### config.mk
export PLATFORM = sky130hd
export DESIGN_NAME = double_hash_table_insert_delete_core
export DESIGN_NICKNAME = d
export VERILOG_FILES = /design/src/hw/rtl/dhtid_pkg.sv /design/src/hw/rtl/dhtid_ram.sv /design/src/hw/rtl/dhtid_dp.sv /design/src/hw/rtl/dhtid_ctrl.sv /design/src/hw/rtl/double_hash_table_insert_delete_core.sv
export VERILOG_INCLUDE_DIRS = /design/src /design/src/hw/rtl
export SDC_FILE = /design/constraint.sdc
export NUM_CORES = 1
export LEC_CHECK = 0
export BUFFER_PORTS_ARGS = -buffer_cell sky130_fd_sc_hd__clkbuf_2
export CORE_MARGIN = 1
export CORE_UTILIZATION = 56
export CTS_CLUSTER_SIZE = 40
export DETAILED_ROUTE_END_ITERATION = 10
export PLACE_DENSITY = 0.86
export SETUP_SLACK_MARGIN = 0.02
export SLEW_MARGIN = 20
export SYNTH_ARGS = -nofsm -noshare
export SYNTH_HDL_FRONTEND = slang
export SYNTH_SLANG_ARGS = --single-unit
### constraint.sdc
create_clock -name aclk -period 6.9 [get_ports aclk]
set_input_delay 0.345 -clock aclk [delete_from_list [all_inputs] [get_ports aclk]]
set_output_delay 0.345 -clock aclk [all_outputs]
set_load 0.02 [all_outputs]
### src/hw/rtl/double_hash_table_insert_delete_core_defines.svh
// ----------------------------------------------------------------------------
// Assertion macros for the double-hash table core
// Shared concurrent check forms, clocked and masked while reset is low.
// ----------------------------------------------------------------------------
`ifndef DOUBLE_HASH_TABLE_INSERT_DELETE_CORE_DEFINES_SVH
`define DOUBLE_HASH_TABLE_INSERT_DELETE_CORE_DEFINES_SVH

// Same-cycle implication
`define DHTID_ASSERT_NOW(lbl, clk, rstn, ante, cons) \
    lbl: assert property (@(posedge clk) disable iff (!(rstn)) (ante) |-> (cons)) \
        else $error("dhtid: same-cycle check failed");

// Next-cycle implication
`define DHTID_ASSERT_NEXT(lbl, clk, rstn, ante, cons) \
    lbl: assert property (@(posedge clk) disable iff (!(rstn)) (ante) |=> (cons)) \
        else $error("dhtid: next-cycle check failed");

`endif

### src/hw/rtl/dhtid_pkg.sv
// ----------------------------------------------------------------------------
// dhtid_pkg
// Field widths, codes and controller/datapath interface types.
// ----------------------------------------------------------------------------
`default_nettype none

package dhtid_pkg;

    localparam int FUNC_W   = 1;
    localparam int KEY_W    = 31;
    localparam int STATUS_W = 3;
    localparam int COUNT_W  = 4;
    localparam int SLOT_W   = 4;
    localparam int MARK_W   = 2;

    // key reduced MSB first, one digit per cycle
    localparam int HASH_DIGIT  = 8;
    localparam int HASH_CYCLES = 4;
    localparam int HASH_CNT_W  = 2;
    localparam int KEY_PAD     = HASH_DIGIT * HASH_CYCLES;

    localparam logic [FUNC_W-1:0] FUNC_INSERT = 1'b0;
    localparam logic [FUNC_W-1:0] FUNC_DELETE = 1'b1;

    localparam logic [MARK_W-1:0] MARK_EMPTY   = 2'd0;
    localparam logic [MARK_W-1:0] MARK_USED    = 2'd1;
    localparam logic [MARK_W-1:0] MARK_DELETED = 2'd2;

    localparam logic [STATUS_W-1:0] RES_INSERTED  = 3'd0;
    localparam logic [STATUS_W-1:0] RES_DUPLICATE = 3'd1;
    localparam logic [STATUS_W-1:0] RES_FULL      = 3'd2;
    localparam logic [STATUS_W-1:0] RES_DELETED   = 3'd3;
    localparam logic [STATUS_W-1:0] RES_NOT_FOUND = 3'd4;

    typedef struct packed {
        logic load;     // take a new item
        logic hash;     // one digit of key reduction
        logic prep;     // set up the probe walk
        logic probe;    // issue one read, evaluate the previous one
        logic commit;   // write the table and load the result register
    } dhtid_cmd_t;

    typedef struct packed {
        logic hash_done;
        logic walk_done;
    } dhtid_sts_t;

endpackage

`default_nettype wire

### src/hw/rtl/dhtid_ram.sv
// ----------------------------------------------------------------------------
// dhtid_ram
// Generic single-write, single-read RAM with registered read data.
// ----------------------------------------------------------------------------
`default_nettype none

module dhtid_ram #(
    parameter int WIDTH = 33,
    parameter int DEPTH = 11
) (
    input  wire logic                     clk,
    input  wire logic                     wr_en,
    input  wire logic [$clog2(DEPTH)-1:0] wr_addr,
    input  wire logic [WIDTH-1:0]         wr_data,
    input  wire logic [$clog2(DEPTH)-1:0] rd_addr,
    output logic      [WIDTH-1:0]         rd_data
);

    logic [WIDTH-1:0] mem_reg [DEPTH];
    logic [WIDTH-1:0] rd_data_reg;

    always_ff @(posedge clk) begin
        if (wr_en) begin
            mem_reg[wr_addr] <= wr_data;
        end
        rd_data_reg <= mem_reg[rd_addr];
    end

    assign rd_data = rd_data_reg;

endmodule

`default_nettype wire

### src/hw/rtl/dhtid_dp.sv
// ----------------------------------------------------------------------------
// dhtid_dp
// Datapath: key reduction, probe address walk, slot evaluation, table store.
// ----------------------------------------------------------------------------
`default_nettype none
`include "double_hash_table_insert_delete_core_defines.svh"

module dhtid_dp #(
    parameter int TABLE_SIZE = 11,
    parameter int STEP_PRIME = 3
) (
    input  wire logic                            aclk,
    input  wire logic                            aresetn,
    input  wire dhtid_pkg::dhtid_cmd_t           cmd,
    output dhtid_pkg::dhtid_sts_t                sts,
    input  wire logic [dhtid_pkg::FUNC_W-1:0]    s_func,
    input  wire logic [dhtid_pkg::KEY_W-1:0]     s_key,
    output logic      [dhtid_pkg::STATUS_W-1:0]  m_status,
    output logic      [dhtid_pkg::COUNT_W-1:0]   m_count,
    output logic      [dhtid_pkg::SLOT_W-1:0]    m_slot
);

    import dhtid_pkg::*;

    localparam int SW = $clog2(TABLE_SIZE);
    localparam int PW = $clog2(STEP_PRIME);
    localparam int CW = $clog2(TABLE_SIZE + 1);
    localparam int EW = MARK_W + KEY_W;

    localparam logic [SW:0]   N_W    = (SW+1)'(TABLE_SIZE);
    localparam logic [PW:0]   P_W    = (PW+1)'(STEP_PRIME);
    localparam logic [CW-1:0] N_CNT  = CW'(TABLE_SIZE);
    localparam logic [CW-1:0] N_LAST = CW'(TABLE_SIZE - 1);

    // item and hashing
    logic [FUNC_W-1:0]     func_reg;
    logic [KEY_W-1:0]      key_reg;
    logic [KEY_PAD-1:0]    shift_reg, shift_next;
    logic [HASH_CNT_W-1:0] hash_cnt_reg, hash_cnt_next;
    logic [SW-1:0]         rn_reg, rn_next;
    logic [PW-1:0]         rp_reg, rp_next;
    logic [SW:0]           tn;
    logic [PW:0]           tp;

    // probe walk
    logic [SW-1:0] addr_reg, addr_next;
    logic [SW-1:0] step_reg;
    logic [SW:0]   step_full, step_mod, addr_sum;
    logic [CW-1:0] iss_cnt_reg, iss_cnt_next;
    logic          rd_vld_reg, rd_vld_next;
    logic [SW-1:0] rd_slot_reg, rd_slot_next;
    logic [CW-1:0] rd_idx_reg, rd_idx_next;

    // evaluation
    logic [CW-1:0]       clash_reg, clash_next, clash_cur;
    logic                tomb_vld_reg, tomb_vld_next, tomb_vld_cur;
    logic [SW-1:0]       tomb_slot_reg, tomb_slot_next, tomb_slot_cur;
    logic                done_reg, done_next;
    logic [STATUS_W-1:0] res_status_reg, res_status_next;
    logic [CW-1:0]       res_count_reg, res_count_next;
    logic [SW-1:0]       res_slot_reg, res_slot_next;
    logic                res_we_reg, res_we_next;
    logic [MARK_W-1:0]   res_mark_reg, res_mark_next;

    // table store
    logic [TABLE_SIZE-1:0] vld_reg, vld_next;
    logic [EW-1:0]         rd_data;
    logic [MARK_W-1:0]     mark;
    logic                  hit;
    logic                  last;
    logic                  eval;

    // result register
    logic [STATUS_W-1:0] m_status_reg;
    logic [COUNT_W-1:0]  m_count_reg;
    logic [SLOT_W-1:0]   m_slot_reg;

    dhtid_ram #(
        .WIDTH (EW),
        .DEPTH (TABLE_SIZE)
    ) u_ram (
        .clk     (aclk),
        .wr_en   (cmd.commit && res_we_reg),
        .wr_addr (res_slot_reg),
        .wr_data ({res_mark_reg, key_reg}),
        .rd_addr (addr_reg),
        .rd_data (rd_data)
    );

    // one digit of both residues, MSB first
    always_comb begin
        rn_next       = rn_reg;
        rp_next       = rp_reg;
        shift_next    = shift_reg;
        hash_cnt_next = hash_cnt_reg;
        tn            = '0;
        tp            = '0;
        if (cmd.load) begin
            rn_next       = '0;
            rp_next       = '0;
            shift_next    = KEY_PAD'(s_key);
            hash_cnt_next = '0;
        end else if (cmd.hash) begin
            for (int j = 0; j < HASH_DIGIT; j++) begin
                tn = {rn_next, shift_reg[KEY_PAD-1-j]};
                if (tn >= N_W) begin
                    tn = tn - N_W;
                end
                rn_next = tn[SW-1:0];
                tp = {rp_next, shift_reg[KEY_PAD-1-j]};
                if (tp >= P_W) begin
                    tp = tp - P_W;
                end
                rp_next = tp[PW-1:0];
            end
            shift_next    = shift_reg << HASH_DIGIT;
            hash_cnt_next = hash_cnt_reg + HASH_CNT_W'(1);
        end
    end

    // step reduced below the table size so one subtract wraps the address
    always_comb begin
        step_full = (SW+1)'(rp_reg) + (SW+1)'(1);
        step_mod  = (step_full >= N_W) ? step_full - N_W : step_full;
        addr_sum  = {1'b0, addr_reg} + {1'b0, step_reg};
        if (addr_sum >= N_W) begin
            addr_sum = addr_sum - N_W;
        end
    end

    always_comb begin
        addr_next    = addr_reg;
        iss_cnt_next = iss_cnt_reg;
        rd_vld_next  = rd_vld_reg;
        rd_slot_next = rd_slot_reg;
        rd_idx_next  = rd_idx_reg;
        if (cmd.prep) begin
            addr_next    = rn_reg;
            iss_cnt_next = '0;
            rd_vld_next  = 1'b0;
        end else if (cmd.probe) begin
            if (iss_cnt_reg < N_CNT) begin
                rd_vld_next  = 1'b1;
                rd_slot_next = addr_reg;
                rd_idx_next  = iss_cnt_reg;
                addr_next    = addr_sum[SW-1:0];
                iss_cnt_next = iss_cnt_reg + CW'(1);
            end else begin
                rd_vld_next = 1'b0;
            end
        end
    end

    assign mark = vld_reg[rd_slot_reg] ? rd_data[KEY_W +: MARK_W] : MARK_EMPTY;
    assign hit  = (mark == MARK_USED) && (rd_data[KEY_W-1:0] == key_reg);
    assign last = (rd_idx_reg == N_LAST);
    assign eval = cmd.probe && rd_vld_reg && !done_reg;

    always_comb begin
        clash_cur     = (mark == MARK_USED) ? clash_reg + CW'(1) : clash_reg;
        tomb_vld_cur  = tomb_vld_reg;
        tomb_slot_cur = tomb_slot_reg;
        if ((mark != MARK_EMPTY) && (mark != MARK_USED) && !tomb_vld_reg) begin
            tomb_vld_cur  = 1'b1;
            tomb_slot_cur = rd_slot_reg;
        end
    end

    always_comb begin
        clash_next      = clash_reg;
        tomb_vld_next   = tomb_vld_reg;
        tomb_slot_next  = tomb_slot_reg;
        done_next       = done_reg;
        res_status_next = res_status_reg;
        res_count_next  = res_count_reg;
        res_slot_next   = res_slot_reg;
        res_we_next     = res_we_reg;
        res_mark_next   = res_mark_reg;
        if (cmd.prep) begin
            clash_next    = '0;
            tomb_vld_next = 1'b0;
            done_next     = 1'b0;
        end else if (eval) begin
            if (func_reg == FUNC_INSERT) begin
                priority if (mark == MARK_EMPTY) begin
                    done_next       = 1'b1;
                    res_status_next = RES_INSERTED;
                    res_count_next  = clash_reg;
                    res_slot_next   = tomb_vld_reg ? tomb_slot_reg : rd_slot_reg;
                    res_we_next     = 1'b1;
                    res_mark_next   = MARK_USED;
                end else if (hit) begin
                    done_next       = 1'b1;
                    res_status_next = RES_DUPLICATE;
                    res_count_next  = '0;
                    res_slot_next   = '0;
                    res_we_next     = 1'b0;
                end else begin
                    clash_next     = clash_cur;
                    tomb_vld_next  = tomb_vld_cur;
                    tomb_slot_next = tomb_slot_cur;
                    if (last) begin
                        done_next      = 1'b1;
                        res_count_next = clash_cur;
                        res_mark_next  = MARK_USED;
                        if (tomb_vld_cur) begin
                            res_status_next = RES_INSERTED;
                            res_slot_next   = tomb_slot_cur;
                            res_we_next     = 1'b1;
                        end else begin
                            res_status_next = RES_FULL;
                            res_slot_next   = '0;
                            res_we_next     = 1'b0;
                        end
                    end
                end
            end else begin
                priority if (hit) begin
                    done_next       = 1'b1;
                    res_status_next = RES_DELETED;
                    res_count_next  = rd_idx_reg + CW'(1);
                    res_slot_next   = rd_slot_reg;
                    res_we_next     = 1'b1;
                    res_mark_next   = MARK_DELETED;
                end else if (last) begin
                    done_next       = 1'b1;
                    res_status_next = RES_NOT_FOUND;
                    res_count_next  = '0;
                    res_slot_next   = '0;
                    res_we_next     = 1'b0;
                end else begin
                    done_next = 1'b0;
                end
            end
        end
    end

    always_comb begin
        vld_next = vld_reg;
        if (cmd.commit && res_we_reg) begin
            vld_next[res_slot_reg] = 1'b1;
        end
    end

    always_ff @(posedge aclk) begin
        if (!aresetn) begin
            vld_reg      <= '0;
            done_reg     <= 1'b0;
            rd_vld_reg   <= 1'b0;
            hash_cnt_reg <= '0;
            iss_cnt_reg  <= '0;
        end else begin
            vld_reg      <= vld_next;
            done_reg     <= done_next;
            rd_vld_reg   <= rd_vld_next;
            hash_cnt_reg <= hash_cnt_next;
            iss_cnt_reg  <= iss_cnt_next;
        end
    end

    always_ff @(posedge aclk) begin
        if (cmd.load) begin
            func_reg <= s_func;
            key_reg  <= s_key;
        end
        if (cmd.prep) begin
            step_reg <= step_mod[SW-1:0];
        end
        if (cmd.commit) begin
            m_status_reg <= res_status_reg;
            m_count_reg  <= COUNT_W'(res_count_reg);
            m_slot_reg   <= SLOT_W'(res_slot_reg);
        end
        shift_reg      <= shift_next;
        rn_reg         <= rn_next;
        rp_reg         <= rp_next;
        addr_reg       <= addr_next;
        rd_slot_reg    <= rd_slot_next;
        rd_idx_reg     <= rd_idx_next;
        clash_reg      <= clash_next;
        tomb_vld_reg   <= tomb_vld_next;
        tomb_slot_reg  <= tomb_slot_next;
        res_status_reg <= res_status_next;
        res_count_reg  <= res_count_next;
        res_slot_reg   <= res_slot_next;
        res_we_reg     <= res_we_next;
        res_mark_reg   <= res_mark_next;
    end

    assign sts.hash_done = (hash_cnt_reg == HASH_CNT_W'(HASH_CYCLES - 1));
    assign sts.walk_done = done_reg;

    assign m_status = m_status_reg;
    assign m_count  = m_count_reg;
    assign m_slot   = m_slot_reg;

    `DHTID_ASSERT_NOW(a_iss_bound, aclk, aresetn, 1'b1, iss_cnt_reg <= N_CNT)
    `DHTID_ASSERT_NOW(a_rd_idx_bound, aclk, aresetn, rd_vld_reg, rd_idx_reg < N_CNT)
    `DHTID_ASSERT_NEXT(a_eval_done, aclk, aresetn, eval && last, done_reg)

endmodule

`default_nettype wire

### src/hw/rtl/dhtid_ctrl.sv
// ----------------------------------------------------------------------------
// dhtid_ctrl
// Controller: sequences hash, probe walk and commit; owns both handshakes.
// ----------------------------------------------------------------------------
`default_nettype none
`include "double_hash_table_insert_delete_core_defines.svh"

module dhtid_ctrl (
    input  wire logic                  aclk,
    input  wire logic                  aresetn,
    input  wire logic                  s_valid,
    output logic                       s_ready,
    output logic                       m_valid,
    input  wire logic                  m_ready,
    output dhtid_pkg::dhtid_cmd_t      cmd,
    input  wire dhtid_pkg::dhtid_sts_t sts
);

    import dhtid_pkg::*;

    typedef enum logic [4:0] {
        S_IDLE   = 5'b00001,
        S_HASH   = 5'b00010,
        S_PREP   = 5'b00100,
        S_PROBE  = 5'b01000,
        S_FINISH = 5'b10000
    } state_t;

    state_t state_reg, state_next;
    logic   m_valid_reg, m_valid_next;
    logic   out_free;

    assign out_free = !m_valid_reg || m_ready;

    always_comb begin
        state_next = state_reg;
        cmd        = '0;
        unique case (state_reg)
            S_IDLE: begin
                if (s_valid) begin
                    cmd.load   = 1'b1;
                    state_next = S_HASH;
                end
            end
            S_HASH: begin
                cmd.hash = 1'b1;
                if (sts.hash_done) begin
                    state_next = S_PREP;
                end
            end
            S_PREP: begin
                cmd.prep   = 1'b1;
                state_next = S_PROBE;
            end
            S_PROBE: begin
                cmd.probe = 1'b1;
                if (sts.walk_done) begin
                    state_next = S_FINISH;
                end
            end
            S_FINISH: begin
                // hold until the result register has room
                if (out_free) begin
                    cmd.commit = 1'b1;
                    state_next = S_IDLE;
                end
            end
            default: begin
                state_next = S_IDLE;
            end
        endcase
    end

    always_comb begin
        m_valid_next = m_valid_reg;
        if (cmd.commit) begin
            m_valid_next = 1'b1;
        end else if (m_ready) begin
            m_valid_next = 1'b0;
        end
    end

    always_ff @(posedge aclk) begin
        if (!aresetn) begin
            state_reg   <= S_IDLE;
            m_valid_reg <= 1'b0;
        end else begin
            state_reg   <= state_next;
            m_valid_reg <= m_valid_next;
        end
    end

    assign s_ready = (state_reg == S_IDLE);
    assign m_valid = m_valid_reg;

    `DHTID_ASSERT_NOW(a_commit_room, aclk, aresetn, cmd.commit, out_free)
    `DHTID_ASSERT_NEXT(a_commit_valid, aclk, aresetn, cmd.commit, m_valid_reg)
    `DHTID_ASSERT_NOW(a_prep_after_hash, aclk, aresetn, state_reg == S_PREP, $past(sts.hash_done))

endmodule

`default_nettype wire

### src/hw/rtl/double_hash_table_insert_delete_core.sv
// ----------------------------------------------------------------------------
// double_hash_table_insert_delete_core
// Open-addressing hash table with double hashing and deleted-slot reuse.
// ----------------------------------------------------------------------------
//  channel | direction | ports                              | handshake
//  --------+-----------+------------------------------------+----------------
//  s_      | in        | s_func, s_key                      | s_valid/s_ready
//  m_      | out       | m_status, m_count, m_slot          | m_valid/m_ready
//
//  One item at a time: accept, key reduction, probe setup, the probe walk
//  of P <= TABLE_SIZE probes and commit, in that order. The probe walk is
//  set by the single table RAM read port, one slot per cycle.
//  Reset clears the slot valid bits at once; no clearing pass is needed.
//  A result waiting in the output register does not block the next transfer in;
//  the commit of the following item holds until that result is taken.
// ----------------------------------------------------------------------------
`default_nettype none

module double_hash_table_insert_delete_core #(
    parameter int TABLE_SIZE = 11,
    parameter int STEP_PRIME = 3
) (
    input  wire logic                            aclk,
    input  wire logic                            aresetn,
    input  wire logic                            s_valid,
    output logic                                 s_ready,
    input  wire logic [dhtid_pkg::FUNC_W-1:0]    s_func,
    input  wire logic [dhtid_pkg::KEY_W-1:0]     s_key,
    output logic                                 m_valid,
    input  wire logic                            m_ready,
    output logic      [dhtid_pkg::STATUS_W-1:0]  m_status,
    output logic      [dhtid_pkg::COUNT_W-1:0]   m_count,
    output logic      [dhtid_pkg::SLOT_W-1:0]    m_slot
);

    import dhtid_pkg::*;

    dhtid_cmd_t cmd;
    dhtid_sts_t sts;

    dhtid_ctrl u_ctrl (
        .aclk    (aclk),
        .aresetn (aresetn),
        .s_valid (s_valid),
        .s_ready (s_ready),
        .m_valid (m_valid),
        .m_ready (m_ready),
        .cmd     (cmd),
        .sts     (sts)
    );

    dhtid_dp #(
        .TABLE_SIZE (TABLE_SIZE),
        .STEP_PRIME (STEP_PRIME)
    ) u_dp (
        .aclk     (aclk),
        .aresetn  (aresetn),
        .cmd      (cmd),
        .sts      (sts),
        .s_func   (s_func),
        .s_key    (s_key),
        .m_status (m_status),
        .m_count  (m_count),
        .m_slot   (m_slot)
    );

endmodule

`default_nettype wire
# Yosys cells after proc, flatten, opt, wreduce, memory -nomap -nowiden
# Memories as Yosys holds them, arrays and structs flattened. A register that Yosys moved wholly into a read port is not among the register bits.
# Index checks and enable logic that the tools add are counted.
word_totals:
  ff_bits: 145
  ramBits: 363
  in_bits: 36
  output_inout_bits: 13
  n_memories: 1
op_classes:
  add_sub_neg: 24
  order_cmp: 22
  n_eq_ne: 17
  mux: 114
  bitwise: 6
  n_reduce_logical: 31
memory_table:
  columns: ["memory", "depth", "word_bits", "rd", "rd_ports_with_merged_regs", "wr", "line", "source"]
  rows:
  - ["u_dp.u_ram.mem_reg", 11, 33, 1, 1, 1, "dhtid_ram.sv:19", "logic [WIDTH-1:0] mem_reg [DEPTH];"]
ops:
  columns: ["op", "n"]
  rows:
  - ["two-way mux 4 bit", 42]
  - ["two-way mux 31 bit", 2]
  - ["two-way mux 2 bit", 29]
  - ["greater-or-equal comparator 5 x 4 -> 1 bit (second input constant)", 10]
  - ["subtractor 4 bit (second input constant)", 10]
  - ["== test 31 bit", 1]
  - ["two-way mux 1 bit", 28]
  - ["one-hot mux 5 bit (5 select lines)", 1]
  - ["greater-or-equal comparator 3 x 2 -> 1 bit (second input constant)", 8]
  - ["two-way mux 5 bit", 4]
  - ["two-way mux 3 bit", 6]
  - ["subtractor 2 bit (second input constant)", 8]
  - ["adder 4 x 1 -> 4 bit (second input constant)", 3]
  - ["AND reduction 4 bit", 3]
  - ["bitwise OR 11 bit", 1]
  - ["< comparator 4 x 5 -> 1 bit (second input constant)", 2]
  - ["AND reduction 5 bit", 2]
  - ["nonzero test 2 bit", 5]
  - ["logical AND 1 bit", 7]
  - ["inequality test 2 x 1 -> 1 bit (second input constant)", 3]
  - ["inequality test 2 bit (second input constant)", 3]
  - ["AND reduction 2 bit", 3]
  - ["nonzero test 3 bit", 2]
  - ["adder 4 x 4 -> 5 bit", 1]
  - ["other kinds (23)", 30]

# Depth between registers and ports, before layout
# Gate-level depths: netlist of the first run.
logic_depth:
  ltp_word: 30
  mapped_depth: 35

# Cells and area by module
# A second synthesis of the first run with hierarchy kept.
unflattened:
  hier_cells: 1496
  area_unflattened_um2: 22835.7
modules_own_cells:
  columns: ["mod", "instances", "cells_each", "area_per_inst_um2", "seq_area_each_um2"]
  rows:
  - ["dhtid_ram", 1, 793, 14881.8, 11561.1]
  - ["dhtid_dp", 1, 657, 7529.7, 3833.7]
  - ["dhtid_ctrl", 1, 46, 424.2, 120.1]

# Least setup slack after synthesis of the first run
# OpenSTA, ideal clock, no wires.
synth_timing:
  path_kind: "reg2reg"
  start: "register u_dp.shift_reg[31]"
  end: "register u_dp.rn_reg[1]"
  arrival_ns: 7.178
  path_slack_ns: -0.395
  stages_incl_launch_ff: 34
  path_buffers: 1
  synth_period_minus_slack_ns: 7.295
  path_cell_list: "dfxtp_1 > ha_1 > or2_1 > o21ai_0 > a31o_2 > ha_1 > or4_1 > and3_1 > buf_6 > ha_1 > nor2_1 > mux2i_1 > o21a_1 > o22ai_1 > ha_1 > o31ai_2 > a21oi_1 > nor2_1 > ha_1 > nand3b_1 > o32ai_4 > mux2_4 > nand2b_4 > a211o_2 > a21oi_1 > ha_1 > nand4bb_4 > and3_2 > nor2_1 > ha_1 > nor2_1 > mux2i_4 > a211o_1 > a32o_1"
synth_via:
  elab_chain_len: 30
  elab_cells_between_ends: 38
synth_rtl:
  columns: ["item", "line", "source"]
  rows:
  - ["start: declaration", "dhtid_dp.sv:38", "logic [KEY_PAD-1:0] shift_reg, shift_next;"]
  - ["start signal: assignment", "dhtid_dp.sv:274", "shift_reg <= shift_next;"]
  - ["subtractor 4 bit / greater-or-equal comparator 5 x 4 -> 1 bit (equally long branches)", "dhtid_dp.sv:107, dhtid_dp.sv:106", null]
  - ["two-way mux 4 bit (*)", "dhtid_dp.sv:106", "if (tn >= N_W) begin"]
  - ["two-way mux 4 bit (*)", "dhtid_dp.sv:103", "end else if (cmd.hash) begin"]
  - ["two-way mux 4 bit (*)", "dhtid_dp.sv:98", "if (cmd.load) begin"]
  - ["subtractor 4 bit / greater-or-equal comparator 5 x 4 -> 1 bit (equally long branches)", "dhtid_dp.sv:107, dhtid_dp.sv:106", null]
  - ["two-way mux 4 bit (*)", "dhtid_dp.sv:106", null]
  - ["two-way mux 4 bit (*)", "dhtid_dp.sv:103", null]
  - ["two-way mux 4 bit (*)", "dhtid_dp.sv:98", null]
  - ["[14 not listed]", null, null]
  - ["two-way mux 4 bit (*)", "dhtid_dp.sv:103", null]
  - ["two-way mux 4 bit (*)", "dhtid_dp.sv:98", null]
  - ["greater-or-equal comparator 5 x 4 -> 1 bit / subtractor 4 bit (equally long branches)", "dhtid_dp.sv:106, dhtid_dp.sv:107", null]
  - ["two-way mux 4 bit (*)", "dhtid_dp.sv:106", null]
  - ["two-way mux 4 bit (*)", "dhtid_dp.sv:103", null]
  - ["two-way mux 4 bit (*)", "dhtid_dp.sv:98", null]
  - ["subtractor 4 bit / greater-or-equal comparator 5 x 4 -> 1 bit (equally long branches)", "dhtid_dp.sv:107, dhtid_dp.sv:106", null]
  - ["two-way mux 4 bit (*)", "dhtid_dp.sv:106", null]
  - ["end signal: assignment", "dhtid_dp.sv:275", "rn_reg <= rn_next;"]
  - ["end: declaration", "dhtid_dp.sv:40", "logic [SW-1:0] rn_reg, rn_next;"]
# Mark *: on every way between the ends. The rest lies on a longest branch, timed or not. The select of a mux whose other input is x is not followed.
# A chain may end at the register's enable or synchronous reset.

# Worst setup path in the final report of the first run
layout_timing:
  start: "register u_dp.rn_reg[0]"
  end: "register u_dp.rn_reg[1]"
layout_via:
  elab_chain_len: 30
  elab_cells_between_ends: 38
layout_rtl:
  columns: ["item", "line"]
  rows:
  - ["subtractor 4 bit / greater-or-equal comparator 5 x 4 -> 1 bit (equally long branches)", "dhtid_dp.sv:107, dhtid_dp.sv:106"]
  - ["two-way mux 4 bit (*)", "dhtid_dp.sv:106"]
  - ["two-way mux 4 bit (*)", "dhtid_dp.sv:103"]
  - ["two-way mux 4 bit (*)", "dhtid_dp.sv:98"]
  - ["subtractor 4 bit / greater-or-equal comparator 5 x 4 -> 1 bit (equally long branches)", "dhtid_dp.sv:107, dhtid_dp.sv:106"]
  - ["two-way mux 4 bit (*)", "dhtid_dp.sv:106"]
  - ["two-way mux 4 bit (*)", "dhtid_dp.sv:103"]
  - ["two-way mux 4 bit (*)", "dhtid_dp.sv:98"]
  - ["[14 not listed]", null]
  - ["two-way mux 4 bit (*)", "dhtid_dp.sv:103"]
  - ["two-way mux 4 bit (*)", "dhtid_dp.sv:98"]
  - ["greater-or-equal comparator 5 x 4 -> 1 bit / subtractor 4 bit (equally long branches)", "dhtid_dp.sv:106, dhtid_dp.sv:107"]
  - ["two-way mux 4 bit (*)", "dhtid_dp.sv:106"]
  - ["two-way mux 4 bit (*)", "dhtid_dp.sv:103"]
  - ["two-way mux 4 bit (*)", "dhtid_dp.sv:98"]
  - ["subtractor 4 bit / greater-or-equal comparator 5 x 4 -> 1 bit (equally long branches)", "dhtid_dp.sv:107, dhtid_dp.sv:106"]
  - ["two-way mux 4 bit (*)", "dhtid_dp.sv:106"]
# Marked as above.

==> metrics.md, run 1 <==
| Metric | Value |
|---|---|
| Mean Syn Cell Area | 17.2 um^2 |
| Pleak | 0.00867 uW |
| Skew final | 0.0309 ns |
| Drt initial violations | 1568 |
| Fmax achieved | 148 MHz |
| CTS Buf Count | 48 |
| Crit-path max cell delay | 0.50 ns |
| Slew margin rel. | 25.8% |
| First-pass GRT wire length | 77.1 mm |
| Pre-CTS setup slack | -0.164 ns |
| PortBufs | 48 |
| Top cell type's share of synthesized area | 63.7% |
| Fin crit share | 97.8% |
| Synth top area cells | edfxtp_1, mux4_2, dfxtp_1 |
| Pint | 6530 uW |
| Vias in the first global route | 12900 |
| Synth Area in Adders | 1.61% |
| Largest family of logic cells by synthesized area | multiplexers |
| First-pass detailed-route iteration total | 7 |
| Layout cells sized above 1 | 27.7% |
| Die Area | 0.0404 mm^2 |
| Kind of end point of the critical path | flip-flop |
| Maximum fanout along the worst path | 6 |
| Fill count | 2344 |
| Dominant synthesized flop cell | edfxtp_1 |
| RR Startpoint | u_dp.rn_reg[0] |
| Post-layout util | 65.4% |
| P_sw | 2800 uW |
| Remaining DRCs | 0 |
| PD cells | 367 mW/mm^2 |
| Max rail drop VDD | 471 uV |
| WL/cell | 26.2 um |
| GRT Resource Usage Total | 25.4% |
| Setup total negative slack | 0 ns |
| Crit path depth | 33 |
| Initial antenna violation count | 0 |
| Total grt overflow | 0 |
| Placer Congestion | 0.868 |
| Top cells by count, synth | edfxtp_1, nand2_1, mux4_2 |
| Worst setup margin | 0.149 ns |
| Clock latency on the worst-skew pair | 0.57 ns |
| Worst Tran Pin Value | 1.11 ns |
| Maxcap violations | 0 |
| Sw frac | 30.0% |
| Placed insts | 1840 |
| Clock network power share | 29.7% |
| Post-Route WL | 51.6 mm |
| Final Max Slew Viols | 0 |
| Die W | 201 um |
| Post-synthesis mux area share | 13.4% |
| Slowest CP cell | or4_4 |
| FFs w/ async S/R, synth | 0% |
| CTS clk-pin slew, worst paths | 0.07 ns |
| Reg-to-reg setup timing slack | 0.15 ns |
| Seq pwr share | 39.8% |
| Outcome | finished clean |
| Final setup fails | 0 |
| Area after DPL | 0.0232 mm^2 |
| Critical path type | reg2reg |
| Boundary Pins | 49 |
| Largest register FFs | 363 |
| Critical Path Source | u_dp.rn_reg[0] |
| H-tree levels | 2 |
| Worst Setup EP | u_dp.rn_reg[1] |
| Xor/xnor cell area share of the yosys netlist | 1.86% |
| Post-synthesis sequential area ratio | 70.0% |
| Post-Syn Nets | 1356 |
| Cell area after layout | 0.0254 mm^2 |
| Via Count | 12700 |
| Synth Area in Compound Gates | 5.91% |
| Nets@finish | 1476 |
| Post-Synthesis Cell Area | 0.0222 mm^2 |
| Die Ht | 201 um |
| Bufs and invs on worst path | 2 |
| Distinct cells, synth | 91 |
| Crit-path most repeated cell | ha_4 |
| Area grow syn2layout | 14.5% |
| CTS tree | done |
| Clock root buffer master | clkbuf_16 |
| Largest net degree at the start of global routing | 68 |
| Initial Util | 57.1% |
| Crit start category | flip-flop |
| Non-Filler Instances | 1969 |
| CTS Sinks | 540 |
| Period minus WS final | 6.75 ns |
| WP data arrival | 7.20 ns |
| Final hold vios | 0 |
| Syn. warnings | 0 |
| Antenna Nets Post-Route | 0 |
| Final HPWL DP | 26.7 mm |
| Number of synthesized flops with an enable pin | 470 |
| Min-Delay Path Class | in2reg |
| RR Endpoint | u_dp.rn_reg[1] |
| Row cnt | 72 |
| Post-Synth Simple-Gate Area | 5.90% |
| Delay-heaviest family, CP | compound AO/OA/AOI/OAI gates |
| Most common cell in the netlist | edfxtp_1 |
| Yosys reg bits | 540 |
| Worst EP required | 7.35 ns |
| Core ar. | 0.0388 mm^2 |
| CTS max path bufs | 3 |
| R2R depth | 33 |
| Syn Inst Count | 1292 |
| Area leader, netlist | edfxtp_1 |
| Vias per std cell | 6.47 |
| Logic pwr share | 30.5% |
-- cell type report --
| type | instances | area (um^2) | share of cell area, % |
|---|---|---|---|
| antenna | 1 | 2.50 | 0.00986 |
| inverter | 24 | 90.1 | 0.355 |
| clock buffer | 66 | 1320 | 5.19 |
| tap | 518 | 648 | 2.55 |
| sequential | 540 | 15500 | 61.1 |
| clock inverter | 22 | 305 | 1.20 |
| multi-input combinational | 680 | 6690 | 26.4 |
| timing repair buffer | 118 | 811 | 3.19 |
-- power groups by stage --
stage	Sequential (uW)	Combinational, uW	Clock [uW]
global placement	3760	2110	0
detailed placement	3770	2230	0
floorplan	3740	1890	0
global route	3710	3040	2900
finish	3710	2850	2770
CTS	3700	2480	2780
-- logic make-up (layout without fill, tap and decap cells) --
kind of cell / Yosys count / count (layout)
other: 0 / 1
buffers and inverters: 72 / 230
muxes: 161 / 161
adders and majority gates: 28 / 28
and+or+nand+nor: 270 / 270
xor gates and xnor gates: 47 / 47
AOI/OAI and AO/OA: 174 / 174
DFF: 540 / 540
-- metrics by stage --
stage	power, uW	hold slack, ns
after global routing	9660	0.00227
after global placement	5870	0.409
after floorplan	5630	0.400
final	9330	0.0103
after CTS	8960	0.00509
after detailed placement	6000	0.410
-- routing by layer --
| metal | share of wire [%] | up-vias | GRT usage, % |
|---|---|---|---|
| li1 | - | 5351 | - |
| met1 | 37 | 6455 | 32.9 |
| met2 | 51 | 786 | 43.0 |
| met3 | 8.0 | 142 | 4.30 |
| met4 | 3.7 | 0 | 10.4 |
| met5 | 0 | - | 0 |
-- layout by cell type (no fill, tap or decap), types with 8 or more instances in the layout --
cell	Yosys	layout
mux2_2	41	41
nor3_1	15	12
a21oi_1	36	30
nor2_4	0	13
ha_1	27	19
mux4_2	101	101
o21a_1	18	17
mux2i_1	12	10
nand3_1	9	9
xnor2_1	8	8
o21ai_0	20	20
dlygate4sd3_1	0	18
edfxtp_1	470	470
buf_4	1	52
o31ai_1	9	9
dfxtp_1	70	68
nor4_1	8	8
clkbuf_1	31	13
nand2b_1	10	10
a21o_1	8	8
nand2_1	113	113
xor2_1	39	39
and3_1	14	12
inv_1	23	23
clkbuf_2	0	48
nor2_1	54	39
clkbuf_16	0	48
-- how the worst min path moves through the flow --
| stage | from | to | slack [ns] | depth (start not counted) |
|---|---|---|---|---|
| after floorplan | u_dp.res_count_reg[0] | u_dp.m_count[0] | 0.40 | 0 |
| after detailed placement | u_dp.res_status_reg[0] | u_dp.m_status[0] | 0.41 | 0 |
| final | s_key[21] | u_dp.key_reg[21] | 0.01 | 1 |
| after global routing | s_key[26] | u_dp.key_reg[26] | 0.002 | 1 |
| after global placement | u_dp.res_status_reg[1] | u_dp.m_status[1] | 0.41 | 0 |
| after CTS | s_key[6] | u_dp.key_reg[6] | 0.005 | 1 |
-- repair_timing --
item	4_1_cts	5_1_grt
setup endpoints to repair	3	4
resized for setup	10	28
endpoints found under the hold margin	17	1
hold buffers	17	1
buffers inserted	7	15
pin swaps	7	19
No activity file was read; power rests on OpenSTA's default activity.
==> run 2, diff against run 1 <==
Settings changed: BUFFER_PORTS_ARGS -buffer_cell sky130_fd_sc_hd__clkbuf_2 to default, CORE_UTILIZATION 56 to 57, DONT_BUFFER_PORTS from default to 1.
==> run 2 against run 1 <==
Net effect:
- critical path depth down 1
- via count shrank 0.39%
- non-clock buffer count shrank 34
- critical endpoint is now u_dp.rn_reg[0]
- routed wire length rose by 2.2%
- count of clock-buffer cells in the layout decreased by 1
- fmax is 0.57% lower
==> metrics.md, run 2 (synthesized netlist as in run 1, its figures left out) <==
| Metric | Value |
|---|---|
| Outcome | finished clean |
| Largest register FFs | 363 (unchanged) |
| Slowest CP cell | or4_4 |
| First-pass detailed-route iteration total | 6 (-1) |
| Commonest non-fill, non-tap cell in the layout | edfxtp_1 |
| Via Count | 12700 (-0.39%) |
| Kind of end point of the critical path | flip-flop |
| Clock latency on the worst-skew pair | 0.58 ns (about the same) |
| CTS tree | done |
| Worst EP required | 7.40 ns (+0.05 ns) |
| Crit-path max cell delay | 0.51 ns (about the same) |
| Vias in the first global route | 12700 (-1.1%) |
| Post-Route WL | 52.8 mm (+2.2%) |
| Fill count | 2249 (-4.1%) |
| WP data arrival | 7.29 ns (+0.09 ns) |
| Initial antenna violation count | 0 (unchanged) |
| Min-Delay Path Class | in2reg |
| Skew final | 0.0245 ns (-0.00648 ns) |
| Row cnt | 71 (-1.4%) |
| Largest net degree at the start of global routing | 68 (unchanged) |
| Crit start category | flip-flop |
| Pleak | 0.00860 uW (-0.84%) |
| Maxcap violations | 0 (unchanged) |
| Worst Tran Pin Value | 1.12 ns (+0.00800 ns) |
| RSZ-0062 raised after global routing | true |
| Nets@finish | 1443 (-2.2%) |
| Area grow syn2layout | 14.6% (about the same) |
| Fin crit share | 98.4% (+0.56 points) |
| Drt initial violations | 1502 (-4.2%) |
| Maximum fanout along the worst path | 6 (unchanged) |
| Boundary Pins | 49 (unchanged) |
| Setup total negative slack | 0 ns (unchanged) |
| Die W | 199 um (-0.87%) |
| Slew margin rel. | 25.3% (-0.53 points) |
| Die Area | 0.0397 mm^2 (-1.7%) |
| Antenna Nets Post-Route | 0 (unchanged) |
| Core ar. | 0.0379 mm^2 (-2.3%) |
| Delay-heaviest family, CP | compound AO/OA/AOI/OAI gates |
| GRT Resource Usage Total | 26.5% (+1.0 points) |
| Crit-path most repeated cell | ha_4 |
| CTS clk-pin slew, worst paths | 0.07 ns (about the same) |
| Max rail drop VDD | 434 uV (-7.8%) |
| Sequential cell area | 0.0155 mm^2 (unchanged) |
| Layout cells sized above 1 | 25.0% (-2.7 points) |
| Footprint of the multi-input gates | 0.00669 mm^2 (-0.13%) |
| WL/cell | 27.3 um (+4.1%) |
| First-pass GRT wire length | 76.8 mm (-0.49%) |
| CTS Sinks | 540 (unchanged) |
| CTS Buf Count | 49 (+2.1%) |
| Final Max Slew Viols | 0 (unchanged) |
| Final hold vios | 0 (unchanged) |
| Final HPWL DP | 26.4 mm (-0.82%) |
| Vias per std cell | 6.57 (+1.5%) |
| Initial Util | 58.4% (+1.3 points) |
| PortBufs | 0 (-100%) |
| Die Ht | 199 um (-0.87%) |
| Critical path type | reg2reg |
| Period minus WS final | 6.79 ns (+0.0386 ns) |
| Total grt overflow | 0 (unchanged) |
| Clock root buffer master | clkbuf_16 |
| Remaining DRCs | 0 (unchanged) |
| H-tree levels | 2 (unchanged) |
| Post-layout util | 67.0% (+1.6 points) |
| PD cells | 372 mW/mm^2 (+1.3%) |
| Fmax achieved | 147 MHz (-0.57%) |
| Placer Congestion | 0.888 (+2.3%) |
| CTS max path bufs | 3 (unchanged) |
| Most frequent cells in the layout | edfxtp_1, nand2_1, mux4_2, dfxtp_1, clkbuf_16 |
| Final setup fails | 0 (unchanged) |
| Bufs and invs on worst path | 4 (+2) |
[run 2: worst register-to-register path, delay by kind of cell (launching register included)]
| family | cells | cell delay (ns) |
|---|---|---|
| mux | 4 | 1.00 |
| compound gates | 12 | 2.48 |
| simple gates | 7 | 1.38 |
| buf+inv | 4 | 0.57 |
| fa+ha+maj | 5 | 0.94 |
| flops | 1 | 0.34 |
[run 2: stage by stage]
step	instance area [um^2]	hold slack (ns)	total power, uW	setup WS, ns	std cells
after floorplan	22200	0.400	5630	0.0479	1292
after global placement	23000	0.405	5850	0.0110	1784
after detailed placement	23000	0.415	5930	-0.241	1784
after CTS	25200	0.00196	9030	0.0262	1921
after global routing	25400	0.000136	9750	-0.149	1931
final	25400	0.0195	9450	0.110	1932
[run 2: repair_timing]
| action | 4_1_cts | 5_1_grt |
|---|---|---|
| endpoints found under the setup margin | 3 | 5 |
| pin swaps | 7 | 15 |
| hold buffers | 34 | 0 |
| buffers inserted | 11 | 10 |
| hold endpoints to repair | 71 | 0 |
| resized for setup | 8 | 27 |
[run 2: cell type report]
| cell class | instances | area share, % |
|---|---|---|
| diodes | 1 | 0.00985 |
| well taps | 511 | 2.52 |
| flip-flops and latches | 540 | 61.1 |
| multi-input cells | 680 | 26.3 |
| clock inverters | 27 | 1.45 |
| repair buffers | 84 | 2.87 |
| clock buffers | 65 | 5.38 |
| inverters | 24 | 0.355 |
[run 2: per-layer routing]
metal	vias up	GRT usage [%]	routed length, um
met3	154	4.56	4430
li1	5280	-	-
met1	6472	32.8	19300
met4	0	10.6	1940
met2	778	46.3	27100
met5	-	0	0
[run 2: final timing paths]
path | from | end | slack [ns] | cells after the start
max | u_dp.shift_reg[31] | u_dp.rn_reg[0] | 0.11 | 32
min reg2reg | u_dp.res_status_reg[0] | u_dp.m_status[0] | 0.42 | 0
max reg2reg | u_dp.shift_reg[31] | u_dp.rn_reg[0] | 0.11 | 32
min | s_valid | u_dp.shift_reg[2] | 0.02 | 1
[run 2: power breakdown]
group | switching [uW] | internal (uW) | total, uW | leakage [uW]
logic | 1520 | 1310 | 2830 | 0.00294
registers | 86.8 | 3620 | 3710 | 0.00480
clock network | 1210 | 1710 | 2920 | 0.000858
==> run 3, diff against run 2 <==
Settings changed: CELL_PAD_IN_SITES_DETAIL_PLACEMENT from default to 0, CELL_PAD_IN_SITES_GLOBAL_PLACEMENT from default to 1, CORE_UTILIZATION 57 to 50, PLACE_DENSITY 0.86 to 0.87.
==> run 3 against run 2 <==
Net effect:
- critical path depth is the same
- hold slack lost 0.0037 ns
- combinational power shrank 7.4%
- sequential cell count is the same
- non-clock buffer count shrank 4
- clock power shrank 11%
- fmax grew 2.2%
- first-iteration DRC count shrank 19%
- clock skew is essentially flat
==> metrics.md, run 3 (synthesized netlist as in run 1, its figures left out) <==
| Metric | Value |
|---|---|
| Outcome | finished clean |
| Antenna Nets Post-Route | 0 (unchanged) |
| Final hold vios | 0 (unchanged) |
| CTS Buf Count | 50 (+2.0%) |
| Nets@finish | 1440 (-0.21%) |
| Initial Util | 51.1% (-7.3 points) |
| Hold depth | 2 (+1) |
| Clock root buffer master | clkbuf_16 |
| Most frequent cells in the layout | edfxtp_1, nand2_1, mux4_2, dfxtp_1, clkbuf_16 |
| WL/cell | 24.3 um (-11%) |
| Core ar. | 0.0434 mm^2 (+14%) |
| Critical path type | reg2reg |
| Layout cells sized above 1 | 23.4% (-1.6 points) |
| Hold Crit Start | s_key[11] |
| Drt initial violations | 1216 (-19%) |
| Post-layout util | 58.2% (-8.7 points) |
| Pre-CTS setup slack | -0.129 ns (+0.112 ns) |
| Skew final | 0.0247 ns (+0.000236 ns) |
| Final Max Slew Viols | 0 (unchanged) |
| Placer Congestion | 0.823 (-7.2%) |
| Worst setup margin | 0.256 ns (+0.146 ns) |
| CTS Sinks | 540 (unchanged) |
| PortBufs | 0 (unchanged) |
| RR Endpoint | u_dp.rn_reg[1] |
| Fin crit share | 96.3% (-2.1 points) |
| Kind of end point of the critical path | flip-flop |
| Min-Delay Path Class | in2reg |
| Die Ht | 213 um (+6.7%) |
| Vias in the first global route | 12200 (-4.1%) |
| Vias per std cell | 6.02 (-8.3%) |
| H-tree levels | 2 (unchanged) |
| Remaining DRCs | 0 (unchanged) |
| Largest register FFs | 363 (unchanged) |
| Reg-to-reg setup timing slack | 0.26 ns (+0.15 ns) |
| Die Area | 0.0452 mm^2 (+14%) |
| Area grow syn2layout | 13.9% |
| WP data arrival | 7.10 ns (-0.19 ns) |
| PD cells | 354 mW/mm^2 (-5.0%) |
| CTS clk-pin slew, worst paths | 0.07 ns (about the same) |
| R2R depth | 32 (unchanged) |
| Largest net degree at the start of global routing | 68 (unchanged) |
| Cell area after layout | 0.0252 mm^2 (-0.62%) |
| Slowest CP cell | or4_1 |
| GRT Resource Usage Total | 21.9% (-4.6 points) |
| Via Count | 12100 (-4.9%) |
| Commonest non-fill, non-tap cell in the layout | edfxtp_1 |
| First-pass GRT wire length | 72.8 mm (-5.1%) |
| Boundary Pins | 49 (unchanged) |
| Fmax achieved | 151 MHz (+2.2%) |
| Slew margin rel. | 26.2% (+0.98 points) |
| Fill count | 3092 (+37%) |
| Crit-path max cell delay | 0.50 ns (about the same) |
| Worst hold margin | 0.0158 ns (-0.00370 ns) |
| Sink of the worst hold path | u_dp.shift_reg[11] |
| Worst Tran Pin Value | 1.11 ns (-0.0147 ns) |
| Crit start category | flip-flop |
| Initial antenna violation count | 4 (+4) |
| First-pass detailed-route iteration total | 6 (unchanged) |
| Clock latency on the worst-skew pair | 0.58 ns (about the same) |
| RSZ-0062 raised after global routing | false |
| Max rail drop VDD | 522 uV (+20%) |
| Maxcap violations | 0 (unchanged) |
| Post-Route WL | 48.6 mm (-7.8%) |
| CTS tree | done |
| Maximum fanout along the worst path | 6 (unchanged) |
| Period minus WS final | 6.64 ns (-0.146 ns) |
| Row cnt | 76 (+7.0%) |
| Total grt overflow | 0 (unchanged) |
| CTS max path bufs | 3 (unchanged) |
| RR Startpoint | u_dp.shift_reg[31] |
| Final setup fails | 0 (unchanged) |
| Die W | 213 um (+6.7%) |
| Area after DPL | 0.0231 mm^2 (+0.56%) |
| Pleak | 0.00848 uW (-1.4%) |
| Crit-path most repeated cell | ha_4 |
| Final HPWL DP | 26.6 mm (+0.52%) |
| Worst EP required | 7.36 ns (-0.04 ns) |
-- run 3: changes by cell type in the layout (fill, tap and decap cells not counted), moves of 2 or more --
cell,previous run,this run
nor3_1,10,12
nor3_2,5,3
dlygate4sd3_1,34,36
ha_2,3,1
clkinv_1,2,8
diode_2,1,3
clkbuf_1,9,15
clkinv_2,12,9
bufinv_16,8,0
clkinv_4,2,0
buf_4,49,43
-- run 3: worst max path at each step --
stage / endpoint / slack [ns] / start
global placement: u_dp.rn_reg[1] / 0.09 / u_dp.rn_reg[0]
detailed placement: u_dp.rn_reg[1] / -0.13 / u_dp.rn_reg[0]
finish: u_dp.rn_reg[1] / 0.26 / u_dp.shift_reg[31]
CTS: u_dp.rn_reg[1] / 0.03 / u_dp.rn_reg[0]
global route: u_dp.rn_reg[1] / 0.006 / u_dp.shift_reg[31]
floorplan: u_dp.rn_reg[1] / 0.05 / u_dp.shift_reg[31]
-- run 3: cell type report --
type | count | area, um^2 | area share, %
sequential | 540 | 15500 | 61.5
multi-input combinational | 680 | 6650 | 26.3
clock inverter | 21 | 124 | 0.491
clock buffer | 72 | 1420 | 5.61
tap | 585 | 732 | 2.90
antenna | 3 | 7.51 | 0.0297
inverter | 24 | 90.1 | 0.357
timing repair buffer | 80 | 711 | 2.82
-- run 3: worst max-delay path, delay by kind of cell, from the launching register on --
kind / cells / cell delay [ns]
AOI/OAI and AO/OA: 12 / 2.56
and+or+nand+nor: 10 / 1.80
adders and majority gates: 7 / 1.26
muxes: 3 / 0.56
DFF: 1 / 0.34
-- run 3: layer usage --
metal | global-route usage, % | part of all wire, % | up-vias
met1 | 27.9 | 39 | 6216
met3 | 3.29 | 6.2 | 107
met4 | 7.00 | 2.6 | 4
met2 | 38.5 | 52 | 446
li1 | - | - | 5295
met5 | 0 | 0.047 | -
-- run 3: through the flow --
step / power, uW / cells / TNS [ns]
6_report: 8930 / 2005 / 0
5_1_grt: 9310 / 2004 / 0
4_1_cts: 8750 / 1997 / 0
3_5_place_dp: 5980 / 1860 / -0.202
3_3_place_gp: 5900 / 1859 / 0
2_1_floorplan: 5630 / 1292 / 0
-- run 3: power breakdown --
part / switching, uW / internal, uW
Clock: 1170 / 1430
Combinational: 1410 / 1210
Sequential: 85.8 / 3620
-- run 3: timing repair --
action                                 CTS  global route
resized for setup                       10            18
pin swaps                                8            10
endpoints found under the hold margin   75             1
setup endpoints to repair                3             6
hold buffers                            35             1
setup buffers                            9             4
